File: config.mk
export PLATFORM = sky130hd
export DESIGN_NAME = bounded_message_counter_bank
export DESIGN_NICKNAME = d
export VERILOG_FILES = /design/src/rtl/bmcb_pkg.sv /design/src/rtl/bmcb_ram.sv /design/src/rtl/bounded_message_counter_bank.sv
export SDC_FILE = /design/constraint.sdc
export NUM_CORES = 2
export LEC_CHECK = 0
export BUFFER_PORTS_ARGS = -buffer_cell sky130_fd_sc_hd__clkbuf_2
export CORE_MARGIN = 3
export CORE_UTILIZATION = 60
export DETAILED_ROUTE_END_ITERATION = 7
export PLACE_DENSITY_LB_ADDON = 0.3
export SYNTH_ARGS = -nofsm -noshare
export SYNTH_HDL_FRONTEND = slang
export SYNTH_HIERARCHICAL = 1
export SYNTH_SLANG_ARGS = --single-unit
export TNS_END_PERCENT = 20
File: constraint.sdc
create_clock -name i_clk -period 23.8 [get_ports i_clk]
set_clock_uncertainty 0.1 [all_clocks]
set_input_delay 3.57 -clock i_clk [delete_from_list [all_inputs] [get_ports i_clk]]
set_output_delay 3.57 -clock i_clk [all_outputs]
set_load 0.05 [all_outputs]
File: src/rtl/bmcb_pkg.sv
// shared types, register indexes and helpers for the bounded message counter bank
package bmcb_pkg;

    localparam int LABEL_W    = 8;
    localparam int VALUE_W    = 8;
    localparam int COUNT_W    = 9;
    localparam int BITS_W     = 4;
    localparam int OP_W       = 2;
    localparam int CFG_IDX_W  = 3;
    localparam int CFG_DATA_W = 8;

    typedef logic [OP_W-1:0]      t_op;
    typedef logic [CFG_IDX_W-1:0] t_cfg_idx;

    localparam t_op OP_INC = 2'd1;
    localparam t_op OP_DEC = 2'd2;

    localparam t_cfg_idx REG_MSG_BOUND     = 3'd0;
    localparam t_cfg_idx REG_COUNTER_BITS  = 3'd1;
    localparam t_cfg_idx REG_NUM_LABELS    = 3'd2;
    localparam t_cfg_idx REG_RECEIVE_FIRST = 3'd3;
    localparam t_cfg_idx REG_RECEIVE_LAST  = 3'd4;

    // counter width clamped to 1..8
    function automatic logic [VALUE_W-1:0] width_mask(input logic [BITS_W-1:0] bits);
        logic [BITS_W-1:0] b;
        logic [VALUE_W:0]  full;
        b = bits;
        if (b == 4'd0) begin
            b = 4'd1;
        end else if (b > 4'd8) begin
            b = 4'd8;
        end
        full = (9'd1 << b) - 9'd1;
        return full[VALUE_W-1:0];
    endfunction

endpackage

File: src/rtl/bmcb_ram.sv
// generic single write port ram with registered read
module bmcb_ram #(
    parameter int WIDTH = 8,
    parameter int DEPTH = 256
) (
    input  logic                     i_clk,
    input  logic                     i_we,
    input  logic [$clog2(DEPTH)-1:0] i_waddr,
    input  logic [WIDTH-1:0]         i_wdata,
    input  logic [$clog2(DEPTH)-1:0] i_raddr,
    output logic [WIDTH-1:0]         o_rdata
);

    logic [WIDTH-1:0] r_mem [DEPTH];
    logic [WIDTH-1:0] r_rdata;

    always_ff @(posedge i_clk) begin
        if (i_we) begin
            r_mem[i_waddr] <= i_wdata;
        end
        r_rdata <= r_mem[i_raddr];
    end

    assign o_rdata = r_rdata;

endmodule

File: src/rtl/bounded_message_counter_bank.sv
// top level of the bounded message counter bank
// One transaction is accepted every clock cycle; busy is never raised. A transaction
// accepted at one rising edge has its result on the result ports, marked by
// o_result_strobe, after the registered counter ram read and then one update stage
// that writes the counter back and loads the result registers. Back-to-back
// transactions on the same label are forwarded, so throughput stays at one per cycle.
// Results must be taken as they come. A configuration write to a listed register
// clears every counter and running count; the configuration port is always ready.
module bounded_message_counter_bank
    import bmcb_pkg::*;
#(
    parameter int MAX_LABELS = 256
) (
    input  logic                  i_clk,
    input  logic                  i_rst_n,
    input  logic                  start,
    output logic                  busy,
    input  logic [OP_W-1:0]       i_op,
    input  logic [LABEL_W-1:0]    i_label,
    input  logic                  i_cfg_valid,
    output logic                  o_cfg_ready,
    input  logic [CFG_IDX_W-1:0]  i_cfg_index,
    input  logic [CFG_DATA_W-1:0] i_cfg_data,
    output logic                  o_result_strobe,
    output logic [VALUE_W-1:0]    o_count_value,
    output logic                  o_op_ok,
    output logic                  o_label_marked,
    output logic                  o_all_unmarked,
    output logic                  o_pending_output,
    output logic                  o_within_bound,
    output logic                  o_label_error
);

    localparam int DEPTH = (MAX_LABELS < 256) ? MAX_LABELS : 256;
    localparam int AW    = $clog2(DEPTH);

    // configuration
    logic [VALUE_W-1:0] r_msg_bound;
    logic [BITS_W-1:0]  r_counter_bits;
    logic [LABEL_W-1:0] r_num_labels;
    logic [LABEL_W-1:0] r_receive_first;
    logic [LABEL_W-1:0] r_receive_last;

    logic cfg_write;
    logic cfg_clear;

    // running counts and entry valid bits
    logic [COUNT_W-1:0] r_nonzero;
    logic [COUNT_W-1:0] r_nonzero_rx;
    logic [COUNT_W-1:0] r_over_bound;
    logic [COUNT_W-1:0] n_nonzero;
    logic [COUNT_W-1:0] n_nonzero_rx;
    logic [COUNT_W-1:0] n_over_bound;
    logic [DEPTH-1:0]   r_valid;

    // update stage
    logic               r_s1_valid;
    t_op                r_s1_op;
    logic [LABEL_W-1:0] r_s1_label;
    logic               r_s1_err;
    logic               r_s1_fwd;
    logic [VALUE_W-1:0] r_s1_fwd_data;
    logic               r_s1_entry_vld;

    // result registers
    logic               r_out_strobe;
    logic [VALUE_W-1:0] r_out_value;
    logic               r_out_ok;
    logic               r_out_marked;
    logic               r_out_all_unmarked;
    logic               r_out_pending;
    logic               r_out_within;
    logic               r_out_err;

    logic               accept;
    logic               in_err;
    logic               s1_write;
    logic [VALUE_W-1:0] ram_rdata;
    logic [VALUE_W-1:0] mask;
    logic [VALUE_W-1:0] old_val;
    logic [VALUE_W-1:0] n_value;
    logic               n_ok;
    logic               old_nz;
    logic               nxt_nz;
    logic               in_rx;
    logic               old_over;
    logic               nxt_over;

    assign busy        = 1'b0;
    assign o_cfg_ready = 1'b1;
    assign accept      = start && !busy;
    assign cfg_write   = i_cfg_valid && o_cfg_ready;

    always_comb begin
        case (i_cfg_index)
            REG_MSG_BOUND, REG_COUNTER_BITS, REG_NUM_LABELS,
            REG_RECEIVE_FIRST, REG_RECEIVE_LAST: cfg_clear = cfg_write;
            default: cfg_clear = 1'b0;
        endcase
    end

    assign in_err = (i_label == '0) || (i_label > r_num_labels)
                 || ({1'b0, i_label} >= 9'(DEPTH));

    assign s1_write = r_s1_valid && !r_s1_err;

    bmcb_ram #(
        .WIDTH (VALUE_W),
        .DEPTH (DEPTH)
    ) u_counter_ram (
        .i_clk   (i_clk),
        .i_we    (s1_write),
        .i_waddr (r_s1_label[AW-1:0]),
        .i_wdata (n_value),
        .i_raddr (i_label[AW-1:0]),
        .o_rdata (ram_rdata)
    );

    always_comb begin
        mask = width_mask(r_counter_bits);
        if (r_s1_fwd) begin
            old_val = r_s1_fwd_data & mask;
        end else if (r_s1_entry_vld) begin
            old_val = ram_rdata & mask;
        end else begin
            old_val = '0;
        end

        n_value = old_val;
        n_ok    = 1'b1;
        case (r_s1_op)
            OP_INC: begin
                n_ok    = old_val < r_msg_bound;
                n_value = (old_val + 8'd1) & mask;
            end
            OP_DEC: begin
                n_ok    = old_val != '0;
                n_value = (old_val + mask) & mask;
            end
            default: begin
                n_ok    = 1'b1;
                n_value = old_val;
            end
        endcase

        old_nz   = old_val != '0;
        nxt_nz   = n_value != '0;
        in_rx    = (r_s1_label >= r_receive_first) && (r_s1_label <= r_receive_last);
        old_over = old_val > r_msg_bound;
        nxt_over = n_value > r_msg_bound;

        n_nonzero    = r_nonzero;
        n_nonzero_rx = r_nonzero_rx;
        n_over_bound = r_over_bound;
        if (s1_write && (old_nz != nxt_nz)) begin
            if (nxt_nz) begin
                n_nonzero = r_nonzero + 9'd1;
                if (in_rx) begin
                    n_nonzero_rx = r_nonzero_rx + 9'd1;
                end
            end else begin
                n_nonzero = r_nonzero - 9'd1;
                if (in_rx) begin
                    n_nonzero_rx = r_nonzero_rx - 9'd1;
                end
            end
        end
        if (s1_write && (old_over != nxt_over)) begin
            if (nxt_over) begin
                n_over_bound = r_over_bound + 9'd1;
            end else begin
                n_over_bound = r_over_bound - 9'd1;
            end
        end
    end

    // control state
    always_ff @(posedge i_clk) begin
        if (!i_rst_n) begin
            r_msg_bound     <= 8'd1;
            r_counter_bits  <= 4'd1;
            r_num_labels    <= 8'd1;
            r_receive_first <= 8'd1;
            r_receive_last  <= 8'd0;
            r_nonzero       <= '0;
            r_nonzero_rx    <= '0;
            r_over_bound    <= '0;
            r_valid         <= '0;
            r_s1_valid      <= 1'b0;
            r_out_strobe    <= 1'b0;
        end else begin
            r_s1_valid   <= accept;
            r_out_strobe <= r_s1_valid;
            if (cfg_clear) begin
                case (i_cfg_index)
                    REG_MSG_BOUND:     r_msg_bound     <= i_cfg_data;
                    REG_COUNTER_BITS:  r_counter_bits  <= i_cfg_data[BITS_W-1:0];
                    REG_NUM_LABELS:    r_num_labels    <= i_cfg_data;
                    REG_RECEIVE_FIRST: r_receive_first <= i_cfg_data;
                    REG_RECEIVE_LAST:  r_receive_last  <= i_cfg_data;
                    default:           r_msg_bound     <= r_msg_bound;
                endcase
                r_nonzero    <= '0;
                r_nonzero_rx <= '0;
                r_over_bound <= '0;
                r_valid      <= '0;
            end else begin
                r_nonzero    <= n_nonzero;
                r_nonzero_rx <= n_nonzero_rx;
                r_over_bound <= n_over_bound;
                if (s1_write) begin
                    r_valid[r_s1_label[AW-1:0]] <= 1'b1;
                end
            end
        end
    end

    // payload
    always_ff @(posedge i_clk) begin
        r_s1_op        <= i_op;
        r_s1_label     <= i_label;
        r_s1_err       <= in_err;
        r_s1_fwd       <= s1_write && (r_s1_label == i_label);
        r_s1_fwd_data  <= n_value;
        r_s1_entry_vld <= r_valid[i_label[AW-1:0]];

        r_out_value        <= r_s1_err ? '0 : n_value;
        r_out_ok           <= !r_s1_err && n_ok;
        r_out_marked       <= !r_s1_err && nxt_nz;
        r_out_all_unmarked <= n_nonzero == '0;
        r_out_pending      <= n_nonzero_rx != '0;
        r_out_within       <= n_over_bound == '0;
        r_out_err          <= r_s1_err;
    end

    assign o_result_strobe  = r_out_strobe;
    assign o_count_value    = r_out_value;
    assign o_op_ok          = r_out_ok;
    assign o_label_marked   = r_out_marked;
    assign o_all_unmarked   = r_out_all_unmarked;
    assign o_pending_output = r_out_pending;
    assign o_within_bound   = r_out_within;
    assign o_label_error    = r_out_err;

endmodule

==> results.yml <==
final_layout:
  stdcell_count: 7872
  layout.nets: 5707
  layout_common_cells: "edfxtp_1 (2048), nor2_1 (645), mux4_2 (487), a21oi_1 (409), dfxtp_1 (364)"
  drive_above_1_share: 0.178
  synthToLayoutAreaGrowth_pct: 9.78
  final_common_cell: "edfxtp_1"
  fillers: 10079
clock_network:
  clk_latency_ns: 0.85
  hold_buffers: 0
  cts.reportedPaths.clkPinSlew_ns: 0.07
  ctsLongestPathBuffers: 3
  root_buffer: "clkbuf_16"
  tritoncts: "yes"
  cts.sinks: 2412
  cts_setup_buffers: 0
  numCtsBuffers: 225
  ctsResizeCount: 0
  htree_num_levels: 4
timing:
  setup_viol: 0
  finalMaxSlewViolations: 0
  period_minus_slack_ns: 9.21
  relSlewSlack: 0.0343
  max_freq_ghz: 0.109
  min_period_over_period: 0.387
  final-hold-violation-count: 0
  rsz0062_at_grt: "false"
  tns_ns: 0
  tightest_slew_ns: 1.44
routing:
  num_vias: 53523
  routed_via_density: 6.80
  ant_nets: 0
  wirelength_um: 237000
  drt-pass1-iter-count: 8
  drc: 0
  wl_per_cell_um: 30.1
  drt_iter0_markers: 7235
global_routing:
  track_usage: 0.291
  gr-total-overflow: 0
  antenna_found_initial: 4
  grt_max_degree: 179
  grt_pass1_wl_um: 350000
  grt_pass1_vias: 52379
placement:
  portBuffers: 39
  place_inst: 7445
  gp_congestion: 0.885
  place_hpwl_um: 138000
power_and_ir_drop:
  pwr-share-comb: 0.055
  power_frac_clock: 0.412
  leakage_nw: 34.8
  powerDensity_mw_per_mm2: 82.2
  vdd_drop_max_uv: 87.4
  internal_power_mw: 6.75
  p_seq_frac: 0.533
  switching_share: 0.219
  p_sw_mw: 1.89
logic_synthesis:
  ys_seq_area_frac: 0.718
  synthAdderAreaFrac: 0.00912
  synth_xor_area_frac: 0.00366
  synth_top_family_by_area: "multiplexers"
  yosys.area_share.simple: 0.0501
  ys_async_sr_fraction: 0
  synth_seq_cells: 2412
  avgSynthCellArea_um2: 17.1
  synth_edf_count: 2048
  synthMuxAreaShare: 0.139
  synthCells: 5587
  synthFlopType: "edfxtp_1"
  synth-compound-area-share: 0.0573
  synth.distinct_cells: 91
  syn-cell-area_mm2: 0.0958
  yosysWarnings: 6
critical_path:
  cp_slowest_cell: "buf_4"
  worstPathCellList: "buf_8 -> buf_4 -> buf_4 -> buf_4 -> buf_4 -> buf_4 -> mux4_2 -> a22oi_1 -> a21oi_1 -> nor4_1 -> nor4_1"
  required_ns: 24.41
  start_kind: "input pin"
  critical_path.max_fanout: 74
  crit_top_cell: "buf_4"
  cp.arrival_ns: 9.81
  criticalPathCategory: "input pin to flip-flop"
  max_stage_delay_ns: 0.80
  critical_path.endpoint_type: "flip-flop"
min_path:
  min_path_type: "flip-flop to flip-flop"
die:
  rows: 145
  start_util: 0.609
  io-pin-count: 42
  die_w_um: 405
  dieArea_mm2: 0.164
  core_mm2: 0.157
  die_h_um: 405
run:
  maxCapViolCount: 0
run_status:
  outcome: "complete, no violations"
==> synth_stat cells (5+ instances only) <==
cell type,instances,area (um2)
a211oi_1,25,188
a21boi_0,23,173
a21o_1,13,97.6
a21oi_1,409,2050
a221oi_1,14,123
a22o_1,9,78.8
a22oi_1,138,1040
a31oi_1,8,50.1
and2_1,12,75.1
and3_1,7,43.8
buf_1,29,109
buf_12,8,160
buf_2,33,165
buf_4,29,218
buf_6,23,259
buf_8,13,195
clkbuf_1,219,822
dfxtp_1,364,7290
edfxtp_1,2048,61500
ha_1,65,813
inv_1,53,199
mux2i_1,225,2250
mux4_2,487,11000
nand2_1,111,417
nand2b_1,21,131
nand3_1,52,260
nand3b_1,10,75.1
nand4_1,21,131
nor2_1,648,2430
nor2b_1,61,382
nor3_1,52,260
nor4_1,40,250
o211ai_1,14,105
o21ai_0,49,245
o21bai_1,6,45.0
o221ai_1,62,543
o22a_1,6,52.6
o22ai_1,44,275
or2_2,7,43.8
or3_1,5,31.3
xnor2_1,30,263
xor2_1,10,87.6
==> worst paths after layout <==
| path | end | start | slack [ns] | cells past startpoint |
|---|---|---|---|---|
| max | u_counter_ram/o_rdata[3]$_DFF_P_ | i_label[0] | 14.59 | 11 |
| min | r_valid[103]$_SDFFE_PP0P_ | r_valid[103]$_SDFFE_PP0P_ | 0.36 | 2 |
| min reg2reg | r_valid[103]$_SDFFE_PP0P_ | r_valid[103]$_SDFFE_PP0P_ | 0.36 | 2 |
| max reg2reg | o_within_bound$_DFF_P_ | r_counter_bits[3]$_SDFFE_PN0P_ | 16.39 | 27 |
==> area by class of cell <==
type	count	area (um2)	area share
antenna	4	10.0	0.0000952
clock buffer	294	6070	0.0578
tap	2058	2570	0.0245
multi-input combinational	2765	25000	0.238
clock inverter	129	1270	0.0121
inverter	57	230	0.00219
timing repair buffer	153	1130	0.0107
sequential	2412	68800	0.654
==> through the flow <==
step / hold slack [ns] / power [mW] / area (um2) / utilization / worst slack [ns]
after CTS: 0.367 / 8.68 / 105000 / 0.668 / 14.42
after global placement: 0.342 / 5.15 / 97800 / 0.621 / 13.58
after detailed placement: 0.351 / 5.16 / 97800 / 0.621 / 13.51
after floorplan: 0.241 / 5.02 / 95800 / - / 7.21
final: 0.364 / 8.64 / 105000 / 0.668 / 14.59
after global routing: 0.384 / 8.86 / 105000 / 0.668 / 13.95
==> per-layer routing <==
layer,wire (um),track usage
met5,13,0
met2,110000,0.442
met3,27400,0.0764
met4,9370,0.109
met1,89800,0.410
==> worst max-delay path, delay by kind of cell <==
family,cells,cell delay (ns)
and+or+nand+nor,2,0.67
muxes,1,0.60
AOI/OAI and AO/OA,2,0.54
buffers and inverters,6,4.20
==> flip-flops by register name, summed over array words and instances (netlist names), 2 cells and up <==
| name | cells |
|---|---|
| o_count_value | 8 |
| r_counter_bits | 4 |
| r_msg_bound | 8 |
| r_nonzero | 9 |
| r_nonzero_rx | 9 |
| r_num_labels | 8 |
| r_over_bound | 9 |
| r_receive_first | 8 |
| r_receive_last | 8 |
| r_s1_fwd_data | 8 |
| r_s1_label | 8 |
| r_s1_op | 2 |
| r_valid | 256 |
| u_counter_ram/o_rdata | 8 |
| u_counter_ram/r_mem | 2048 |
==> power by group through the flow <==
| stage | Sequential, mW | Combinational [mW] | Clock, mW |
|---|---|---|---|
| 3_5_place_dp | 4.70 | 0.467 | 0 |
| 5_1_grt | 4.60 | 0.504 | 3.76 |
| 2_1_floorplan | 4.72 | 0.309 | 0 |
| 6_report | 4.60 | 0.474 | 3.56 |
| 4_1_cts | 4.60 | 0.469 | 3.60 |
| 3_3_place_gp | 4.69 | 0.457 | 0 |
==> cell families after synthesis <==
kind of cell    count (synthesis)
compound gates                863
buf+inv                       411
xor+xnor                       40
mux                           717
flops                        2412
simple gates                 1074
other cells                     2
fa+ha+maj                      68
Note: power is estimated with default switching activity, not from simulation.
